--- src/rtl/rps_pkg.sv ---
// Package with shared constants and types for the shuffle unit.
`default_nettype none
package rps_pkg;
  localparam int MaxEntries = 256;
  localparam int IdxW = 8;
  localparam int WordW = 31;
  localparam int SizeW = 9;

  // One queued work item handed from front to back.
  typedef struct packed {
    logic [WordW-1:0] word;
    logic [IdxW-1:0]  pos;
    logic             first;
  } job_t;

  // Back end state machine.
  typedef enum logic [1:0] {
    ST_IDLE  = 2'd0,
    ST_MOD   = 2'd1,
    ST_READ  = 2'd2,
    ST_WRITE = 2'd3
  } bstate_t;
endpackage
`default_nettype wire

--- src/rtl/rps_ram.sv ---
// Generic single-write RAM with one registered read port.
`default_nettype none
module rps_ram #(
  parameter int Width = 8,
  parameter int Depth = 256
) (
  input  wire logic                     clk,
  input  wire logic                     we,
  input  wire logic [$clog2(Depth)-1:0] waddr,
  input  wire logic [Width-1:0]         wdata,
  input  wire logic [$clog2(Depth)-1:0] raddr,
  output logic      [Width-1:0]         rdata
);
  logic [Width-1:0] mem [Depth];

  // Write port and registered read port.
  always_ff @(posedge clk) begin
    if (we) mem[waddr] <= wdata;
    rdata <= mem[raddr];
  end
endmodule
`default_nettype wire

--- src/rtl/rps_front.sv ---
// Front end: accepts words, tracks the position countdown and queues jobs.
`default_nettype none
module rps_front (
  input  wire logic                       clk,
  input  wire logic                       rst_n,
  input  wire logic                       cfg_wr_en,
  input  wire logic [rps_pkg::SizeW-1:0]  cfg_wr_data,
  input  wire logic                       in_valid,
  output logic                            in_ready,
  input  wire logic [rps_pkg::WordW-1:0]  in_word,
  output logic                            q_valid,
  input  wire logic                       q_ready,
  output rps_pkg::job_t                   q_job
);
  import rps_pkg::*;

  logic [SizeW-1:0] size_r;
  logic [IdxW-1:0]  pos_r, pos_nxt, start_pos;
  logic             pend_r, pend_nxt;
  logic             full_r, full_nxt;
  job_t             job_r, job_nxt;
  logic             acc;

  // Clamp the configured size to 1..MaxEntries and take size minus one.
  always_comb begin
    if (size_r == '0) start_pos = '0;
    else if (size_r > SizeW'(MaxEntries)) start_pos = IdxW'(MaxEntries - 1);
    else start_pos = IdxW'(size_r - 1'b1);
  end

  assign in_ready = !full_r || q_ready;
  assign acc = in_valid && in_ready;
  assign q_valid = full_r;
  assign q_job = job_r;

  // Next position, round flag and one-entry queue.
  always_comb begin
    pos_nxt = pos_r;
    pend_nxt = pend_r;
    full_nxt = full_r && !q_ready;
    job_nxt = job_r;
    if (acc) begin
      job_nxt.word = in_word;
      job_nxt.pos = pend_r ? start_pos : pos_r;
      job_nxt.first = pend_r;
      full_nxt = 1'b1;
      pend_nxt = (job_nxt.pos == '0);
      pos_nxt = job_nxt.pos - 1'b1;
    end
    if (cfg_wr_en) pend_nxt = 1'b1;
  end

  always_ff @(posedge clk) begin
    if (!rst_n) begin
      size_r <= SizeW'(MaxEntries);
      pend_r <= 1'b1;
      full_r <= 1'b0;
      pos_r <= '0;
    end else begin
      if (cfg_wr_en) size_r <= cfg_wr_data;
      pend_r <= pend_nxt;
      full_r <= full_nxt;
      pos_r <= pos_nxt;
    end
  end

  always_ff @(posedge clk) job_r <= job_nxt;
endmodule
`default_nettype wire

--- src/rtl/rps_back.sv ---
// Back end: reduces the word modulo i+1, swaps entries and emits the result.
`default_nettype none
module rps_back (
  input  wire logic                       clk,
  input  wire logic                       rst_n,
  input  wire logic                       q_valid,
  output logic                            q_ready,
  input  rps_pkg::job_t                   q_job,
  output logic                            out_valid,
  input  wire logic                       out_ready,
  output logic [rps_pkg::IdxW-1:0]        out_pos,
  output logic [rps_pkg::IdxW-1:0]        out_val,
  output logic                            out_last
);
  import rps_pkg::*;

  localparam int CntW = $clog2(WordW + 1);

  bstate_t          st_r, st_nxt;
  logic [WordW-1:0] quo_r, quo_nxt;
  logic [IdxW:0]    rem_r, rem_nxt, div_r;
  logic [CntW-1:0]  cnt_r, cnt_nxt;
  logic [IdxW-1:0]  i_r, j_r;
  logic             nv_r;
  logic [MaxEntries-1:0] mark_r;
  logic [IdxW-1:0]  vi_r, vj_r;
  logic             ovalid_r;
  logic [IdxW-1:0]  opos_r, oval_r;
  logic             olast_r;
  logic [IdxW:0]    trial;
  logic [IdxW-1:0]  ram_raddr, ram_waddr, ram_wdata, ram_rdata;
  logic             ram_we;
  logic [IdxW-1:0]  vi, vj;
  logic             rd_j;

  assign out_valid = ovalid_r;
  assign out_pos = opos_r;
  assign out_val = oval_r;
  assign out_last = olast_r;

  // Restoring division remainder step, one quotient bit per cycle.
  assign trial = {rem_r[IdxW-1:0], quo_r[WordW-1]};

  // Next state.
  always_comb begin
    st_nxt = st_r;
    case (st_r)
      ST_IDLE:  if (q_valid) st_nxt = ST_MOD;
      ST_MOD:   if (cnt_r == CntW'(WordW - 1)) st_nxt = ST_READ;
      ST_READ:  if (!rd_j) st_nxt = ST_WRITE;
      ST_WRITE: if (!ovalid_r || out_ready) st_nxt = ST_IDLE;
      default:  st_nxt = ST_IDLE;
    endcase
  end

  // Datapath control outputs.
  always_comb begin
    q_ready = (st_r == ST_IDLE);
    quo_nxt = quo_r;
    rem_nxt = rem_r;
    cnt_nxt = cnt_r;
    case (st_r)
      ST_IDLE: begin
        quo_nxt = q_job.word;
        rem_nxt = '0;
        cnt_nxt = '0;
      end
      ST_MOD: begin
        quo_nxt = {quo_r[WordW-2:0], 1'b0};
        rem_nxt = (trial >= div_r) ? trial - div_r : trial;
        cnt_nxt = cnt_r + 1'b1;
      end
      default: ;
    endcase
  end

  // Unwritten entries read as their own index.
  assign vi = mark_r[i_r] ? vi_r : i_r;
  assign vj = mark_r[j_r] ? ram_rdata : j_r;
  assign rd_j = (st_r == ST_READ) && !nv_r;

  // Store port use: read i during division, read j, then write back.
  // The value of j is held in vj_r, since its mark is set before the write of i.
  always_comb begin
    ram_raddr = i_r;
    if (st_r == ST_READ) ram_raddr = rem_r[IdxW-1:0];
    ram_we = 1'b0;
    ram_waddr = i_r;
    ram_wdata = vj_r;
    if (st_r == ST_WRITE && (!ovalid_r || out_ready)) ram_we = 1'b1;
  end

  rps_ram #(.Width(IdxW), .Depth(MaxEntries)) u_store (
    .clk   (clk),
    .we    (ram_we || (st_r == ST_READ && nv_r)),
    .waddr ((st_r == ST_READ) ? j_r : ram_waddr),
    .wdata ((st_r == ST_READ) ? vi : ram_wdata),
    .raddr (ram_raddr),
    .rdata (ram_rdata)
  );

  always_ff @(posedge clk) begin
    quo_r <= quo_nxt;
    rem_r <= rem_nxt;
    cnt_r <= cnt_nxt;
    if (st_r == ST_IDLE && q_valid) begin
      i_r <= q_job.pos;
      div_r <= {1'b0, q_job.pos} + 1'b1;
    end
    if (st_r == ST_MOD) vi_r <= ram_rdata;
    if (st_r == ST_READ) begin
      if (!nv_r) j_r <= rem_r[IdxW-1:0];
      else vj_r <= vj;
    end
    if (ram_we) begin
      opos_r <= i_r;
      oval_r <= vj_r;
      olast_r <= (i_r == '0);
    end
  end

  // Control registers: state, marks, output valid, read-phase toggle.
  always_ff @(posedge clk) begin
    if (!rst_n) begin
      st_r <= ST_IDLE;
      mark_r <= '0;
      ovalid_r <= 1'b0;
      nv_r <= 1'b0;
    end else begin
      st_r <= st_nxt;
      if (st_r == ST_IDLE && q_valid && q_job.first) mark_r <= '0;
      if (st_r == ST_READ) nv_r <= !nv_r;
      if (st_r == ST_READ && nv_r) mark_r[j_r] <= 1'b1;
      if (ram_we) mark_r[i_r] <= 1'b1;
      if (ram_we) ovalid_r <= 1'b1;
      else if (out_ready) ovalid_r <= 1'b0;
    end
  end
endmodule
`default_nettype wire

--- src/rtl/random_permutation_shuffle_unit.sv ---
// Top level of the Fisher-Yates shuffle unit.
// Each word's result passes the queue hand-off, a bit-serial modulo, two store
// reads and a write-back before it is valid.
// The bit-serial modulo sets the pace; a new job waits for the last write-back.
// A one-entry queue lets the front accept the next word while the back works.
// Reset (rst_n, synchronous, low) sets the size to 256 and starts a new round.
`default_nettype none
module random_permutation_shuffle_unit (
  input  wire logic        clk,
  input  wire logic        rst_n,
  input  wire logic        cfg_wr_en,
  input  wire logic [8:0]  cfg_wr_data,   // perm_size
  input  wire logic        in_tvalid,
  output logic             in_tready,
  input  wire logic [31:0] in_tdata,      // [30:0] random_word
  output logic             out_tvalid,
  input  wire logic        out_tready,
  output logic [15:0]      out_tdata,     // [7:0] position, [15:8] perm_value
  output logic             out_tlast
);
  import rps_pkg::*;

  logic q_valid, q_ready;
  job_t q_job;
  logic [IdxW-1:0] opos, oval;

  rps_front u_front (
    .clk(clk), .rst_n(rst_n), .cfg_wr_en(cfg_wr_en), .cfg_wr_data(cfg_wr_data),
    .in_valid(in_tvalid), .in_ready(in_tready),
    .in_word(in_tdata[WordW-1:0]),
    .q_valid(q_valid), .q_ready(q_ready), .q_job(q_job)
  );

  rps_back u_back (
    .clk(clk), .rst_n(rst_n), .q_valid(q_valid), .q_ready(q_ready), .q_job(q_job),
    .out_valid(out_tvalid), .out_ready(out_tready),
    .out_pos(opos), .out_val(oval), .out_last(out_tlast)
  );

  assign out_tdata = {oval, opos};

  // A result marked last always names position zero.
  assert property (@(posedge clk) disable iff (!rst_n)
    out_tvalid && out_tlast |-> out_tdata[7:0] == 8'd0)
    else $error("last result not at position zero");

  // A waiting result holds its data.
  assert property (@(posedge clk) disable iff (!rst_n)
    out_tvalid && !out_tready |=> $stable(out_tdata))
    else $error("result changed while stalled");

  // The back end is ready for the queue only while it is idle.
  assert property (@(posedge clk) disable iff (!rst_n)
    q_ready |-> u_back.st_r == ST_IDLE)
    else $error("queue drained outside idle");
endmodule
`default_nettype wire
--- config.mk ---
export PLATFORM = sky130hd
export DESIGN_NAME = random_permutation_shuffle_unit
export DESIGN_NICKNAME = d
export VERILOG_FILES = /design/src/rtl/rps_pkg.sv /design/src/rtl/rps_ram.sv /design/src/rtl/rps_front.sv /design/src/rtl/rps_back.sv /design/src/rtl/random_permutation_shuffle_unit.sv
export SDC_FILE = /design/constraint.sdc
export NUM_CORES = 2
export LEC_CHECK = 0
export BUFFER_PORTS_ARGS = -buffer_cell sky130_fd_sc_hd__buf_2
export CAP_MARGIN = 20
export CORE_ASPECT_RATIO = 0.7
export CORE_MARGIN = 2
export CORE_UTILIZATION = 48
export DETAILED_ROUTE_END_ITERATION = 8
export PLACE_DENSITY = 0.59
export SYNTH_ARGS = -nofsm -noshare
export SYNTH_HDL_FRONTEND = slang
export SYNTH_SLANG_ARGS = --single-unit
--- constraint.sdc ---
create_clock -name clk -period 16.15 [get_ports clk]
set_input_delay 1.615 -clock clk [delete_from_list [all_inputs] [get_ports clk]]
set_output_delay 1.615 -clock clk [all_outputs]
set_load 0.005 [all_outputs]
After elaboration in Yosys (flattened, before gate mapping)

Memory sizes are Yosys's and may differ from the RTL's. A register that Yosys moved wholly into a read port is not among the register bits.
Index checks and enable logic that the tools add are counted.

Add/subtract/negate cells: 5
$lt $le $gt $ge: 6
Equality and inequality tests: 8
Mux-type cells: 36
Bitwise gates (word level): 4
Reduce and logical (&&, ||, !) cells: 26

Operators with widths:

| cell                                                       | count |
|---|---|
| two-way mux 256 bit                                        | 5 |
| OR 256 bit                                                 | 2 |
| two-way mux 8 bit                                          | 9 |
| one-hot mux 31 bit (2 select lines)                        | 1 |
| less-than comparator 8 x 9 -> 1 bit, second input constant | 2 |
| binary-select mux 1 bit (select 8 bit)                     | 2 |
| demux 1 bit (select 8 bit)                                 | 2 |
| >= comparator 8 x 1 -> 1 bit, second input constant        | 2 |
| logical NOT 8 bit                                          | 2 |
| one-hot mux 8 bit (2 select lines)                         | 1 |
| subtractor 8 x 1 -> 8 bit, second input constant           | 2 |
| two-way mux 1 bit                                          | 10 |
| one-hot mux 5 bit (2 select lines)                         | 1 |
| adder 8 x 1 -> 9 bit, second input constant                | 1 |
| >= comparator 9 bit                                        | 1 |
| greater-than comparator 9 bit, second input constant       | 1 |
| logical AND 1 bit                                          | 9 |
| logical NOT 9 bit                                          | 1 |
| two-way mux 2 bit                                          | 4 |
| one-hot mux 2 bit (4 select lines)                         | 1 |
| subtractor 8 bit                                           | 1 |
| != test 2 bit, second input constant                       | 3 |
| adder 5 x 1 -> 5 bit, second input constant                | 1 |
| == test 5 bit, second input constant                       | 1 |
| other kinds (11)                                           | 20 |

Flip-flop bits (word level): 421
Memory bits (writable): 2048
Bits of input ports: 46
Word-level logic and storage cells: 108
Memories kept: 1

Memory list:

| name               | depth | width | read ports | clocked after Yosys merged registers in | write ports | RTL line      | text |
|---|---|---|---|---|---|---|---|
| u_back.u_store.mem | 256   | 8     | 1          | 1                                       | 1           | rps_ram.sv:14 | `logic [Width-1:0] mem [Depth];` |

Longest topological paths before layout

Depth after elaboration: 10
Depth in mapped cells: 16

Cells and area by module

Synthesis repeated with hierarchy kept, for this count alone.

Cells, all modules: 5715
Area, all modules: 102055.4 um^2

Modules (own cells, without submodules):

| module    | times used | cells an instance | area an instance (um^2) |
|---|---|---|---|
| rps_ram   | 1          | 3733              | 79556.3 |
| rps_back  | 1          | 1779              | 19961.6 |
| rps_front | 1          | 203               | 2537.4 |

Least setup slack after synthesis

Ideal clock, no wire load.

Path type: reg-to-reg
From: register u_back.i_r[1]
To: memory u_back.u_store.mem[0][6], data pin
Library setup time: 1.731 ns
Arrival time: 9.849 ns
Required time: 14.419 ns
Setup slack: 4.570 ns
Stages on the path, launching flop included: 13
Path buffers: 5
Cell sequence: edfxtp_1 -> buf_2 -> buf_2 -> buf_2 -> clkbuf_1 -> mux2i_1 -> nand3_1 -> o2111ai_1 -> nand4_1 -> or4b_1 -> buf_2 -> nand2_1 -> a31oi_1

Word-level cells in the longest chain between the ends: 4

Ends and longest elaborated chain:

| item                                    | RTL line        | text |
|---|---|---|
| start: declaration                      | rps_back.sv:23  | `logic [IdxW-1:0] i_r, j_r;` |
| start signal: assignment                | rps_back.sv:107 | `i_r <= q_job.pos;` |
| binary-select mux 1 bit (select 8 bit)  | rps_back.sv:78  | `assign vi = mark_r[i_r] ? vi_r : i_r;` |
| two-way mux 1 bit (not written as such) | rps_back.sv:78  |  |
| two-way mux 8 bit                       | rps_back.sv:78  |  |
| two-way mux 8 bit                       | rps_back.sv:97  | `.wdata ((st_r == ST_READ) ? vi : ram_wdata),` |
| via u_back.u_store.wdata[6]             | rps_ram.sv:10   | `input wire logic [Width-1:0] wdata,` |
| end: declaration                        | rps_ram.sv:14   |  |

The timed path passes the listed nets, and every way through them passes these cells. The select of a mux whose other input is x is not followed.

Final worst setup path

From: register u_back.i_r[1]
To: memory u_back.u_store.mem[54][2], data pin

The elaborated chain is that of the path after synthesis.

==> metrics list <==
- Critical path data required time: 16.65 ns
* Fin crit share: 0.452
* Area of the mapped netlist: 0.102 mm^2
- After clock tree synthesis, the clock-pin slew on the worst setup and hold paths is 0.07 ns.
* Final routed wire length divided by cell count: 31.6 um
- The routed layout has 66811 vias.
* Standard-cell rows: 141
* Sequential fraction of the synthesis area: 0.700
- In the synthesized netlist the dominant register cell turns out to be edfxtp_1.
* Max H-tree Level: 4
- Post-cts hold buffer count: 0
* Worst Setup End Kind: register
* Worst hold-check path type: reg2reg
- The die covers 0.217 mm^2.
- A synthesized cell averages 14.1 um^2.
- The number of hold-slack violations in the final timing report is 0.
* Leakage power: 37.3 nW
- In this run the worst path has a maximum fanout of 88.
- Worst slack at placement: 9.32 ns
- STA classifies the critical path startpoint as a register.
* Hpwl dp: 184000 um
- After technology mapping, the gate count stands at 7261.
- The tree built by TritonCTS fans out to 2477 sinks.
- The number of gates resized after CTS was 0.
* Top library cells by usage in the layout, fill and taps aside: edfxtp_1, nand2_1, nor2_1, a21oi_1, mux2i_1
- Post-Route Skew: 0.0563 ns
* Clock latency of the later-clocked register in the worst-skew pair: 0.90 ns
* TritonCTS clock tree: built
- R2R setup slack: 8.86 ns
* Final cell count without fillers: 10198
- The number of pins exceeding their max-slew limit in the final report is 0.
- For this run, the detailed router's first-pass iteration total came to 9.
- Max Cap Violations: 0
- In the global route stage, overall resource usage came out at 0.292.
* Post-synthesis sequential element count: 2477
- Across all setup checks in the final design, the least slack found is 8.86 ns.
- The number of nets handed over by synthesis was 7328.
* Clock root cell: clkbuf_16
- Vias in the first global route: 62014
- Setup repair after global routing left no endpoint under its margin.
* Total DRC errors in the routed layout: 10
- Logic depth of the worst register-to-register path: 11
- Hold Crit Start: u_back.ram_wdata[0]
* Maximum number of pins on one net before global-route repair: 217
* Worst vdd rail ir drop: 0.144 mV
- CP arrival: 7.80 ns
- Final TNS setup: 0 ns
- Pwr per Cell Area: 156 mW/mm^2
- Setup violations remaining at the end of the flow were counted as 0.
* Starting Density: 0.484
* Async set or reset register ratio after synthesis: 0
- The critical path is of the reg2reg type.
- The routed design has 322000 um of wire.
- During synthesis, Yosys emitted a total of 0 warnings.
- Summing internal, switching and leakage power gives 17.6 mW.
- Final critical delay including setup and external delays: 7.29 ns
- In this run the remaining antenna-violating nets after routing total 0.
- The synthesized design contains 2190 enable-type register cells.
- The path with the worst hold slack has its endpoint at u_back.out_val[0].
* Reg2reg end: u_back.u_store.mem[54][2]
- After the last flow step, the layout net total stands at 7288.
- In the routed layout, each cell is associated on average with a via count of 6.55.
- The flow ran to the end, but the final reports show violations.
* Buffers from clock root to sink, at most: 4
* Width of the die: 555 um
- 65 I/O pins were placed.
- Leaving out fill and tap cells, the most frequent cell in the layout is edfxtp_1.
* Instance count along the most critical hold path: 0
- Synthesis-to-finish area growth: 10.8%
* Gpl congestion: 0.886
* Failing checks: design-rule violations
- Chip Height: 390 um
- Netlist cell types: 82
* Max-Slew Margin vs Limit: 0.137
- FF-to-FF Start: u_back.i_r[1]
* First-pass GRT wire length: 456000 um
- In this run, CTS created clock tree buffers numbering 234.
- The initial antenna violation count was 19.
- Transition time at the pin with the least slew margin: 1.28 ns
- Total congestion overflow: 0
- Input and output buffers added on the ports amount to 63.
- Once placement completed, the tool counted placed cells totaling 9755.
- Post-CTS repair timing setup buffer count: 0
- Starting DRT DRC Count: 12347
- Core ar.: 0.211 mm^2
* Final hold slack: 0.449 ns
- Of the cells placed in the final design, the portion with a size suffix greater than 1 is 0.127.
* Fmax: 137 MHz
==> worst max path at each step <==
stage                  start                   endpoint
2_1_floorplan  u_back.i_r[1]   u_back.u_store.mem[0][6]
3_3_place_gp   u_back.i_r[1]  u_back.u_store.mem[57][0]
3_5_place_dp   u_back.i_r[1]  u_back.u_store.mem[52][2]
4_1_cts        u_back.i_r[1]  u_back.u_store.mem[54][2]
5_1_grt        u_back.i_r[1]  u_back.u_store.mem[54][2]
6_report       u_back.i_r[1]  u_back.u_store.mem[54][2]
==> flip-flops by register name (all words and copies together) (netlist names), 2 cells and up <==
signal and cells:
u_back.cnt_r 5, u_back.div_r 9, u_back.i_r 8, u_back.j_r 8
u_back.mark_r 256, u_back.out_pos 8, u_back.out_val 8, u_back.quo_r 31
u_back.ram_wdata 8, u_back.rem_r 8, u_back.st_r 2, u_back.u_store.mem 2048
u_back.u_store.rdata 8, u_back.vi_r 8, u_front.pos_r 8, u_front.q_job 40
u_front.size_r 9
==> synth_stat cells (107+ instances only) <==
library cell,number,area share
edfxtp_1,2190,0.64
nand2_1,1093,0.040
nor2_1,658,0.024
a21oi_1,431,0.021
mux2i_1,375,0.037
clkbuf_1,306,0.011
dfxtp_1,287,0.056
nand3_1,256,0.013
a222oi_1,255,0.025
mux4_2,222,0.049
buf_2,150,0.0074
nor3_1,111,0.0054
o221ai_1,107,0.0092
==> metal layers <==
layer  vias to the layer above  global-route usage  part of all wire
met5                         -                   0           0.00015
met4                         8              0.0832             0.030
met3                       555              0.0930              0.14
met2                      4379               0.403              0.42
met1                     33822               0.439              0.42
li1                      28047                   -                 -
==> worst max-delay path, stage by stage (launching register included) <==
cell,delay [ns]
edfxtp_1,0.33
buf_4,0.63
buf_4,0.75
mux4_2,0.41
a22o_1,0.25
o21ai_0,0.99
o311ai_0,0.31
or4b_1,0.87
mux2i_1,0.25
a21oi_4,0.18
buf_4,0.74
buf_4,0.89
==> where the power goes <==
part / internal, mW / total, mW / switching [mW]
Sequential: 7.54 / 7.63 / 0.0897
Combinational: 1.17 / 4.56 / 3.39
Clock: 3.03 / 5.42 / 2.40
Total: 11.7 / 17.6 / 5.88
==> metrics by stage <==
step / utilization / instance area, um^2
after floorplan: - / 102000
after global placement: 0.500 / 106000
after detailed placement: 0.500 / 106000
after CTS: 0.535 / 113000
after global routing: 0.536 / 113000
final: 0.536 / 113000
==> layout make-up <==
cell class,instances,area [um^2]
Timing Repair Buffer,277,2230
Fill cell,17119,98000
Sequential cell,2477,71500
Clock buffer,303,6240
Tap cell,2788,3490
Antenna cell,5,12.5
Multi-Input combinational cell,4197,28500
Inverter,34,135
Clock inverter,117,1060
==> cell families after synthesis <==
group,Yosys count,synth area share
buf+inv,587,0.0252
mux,654,0.0924
simple gates,2297,0.0939
compound gates,1202,0.0836
xor+xnor,21,0.00180
flops,2477,0.700
fa+ha+maj,23,0.00285
(Power assumes the default switching activity.)
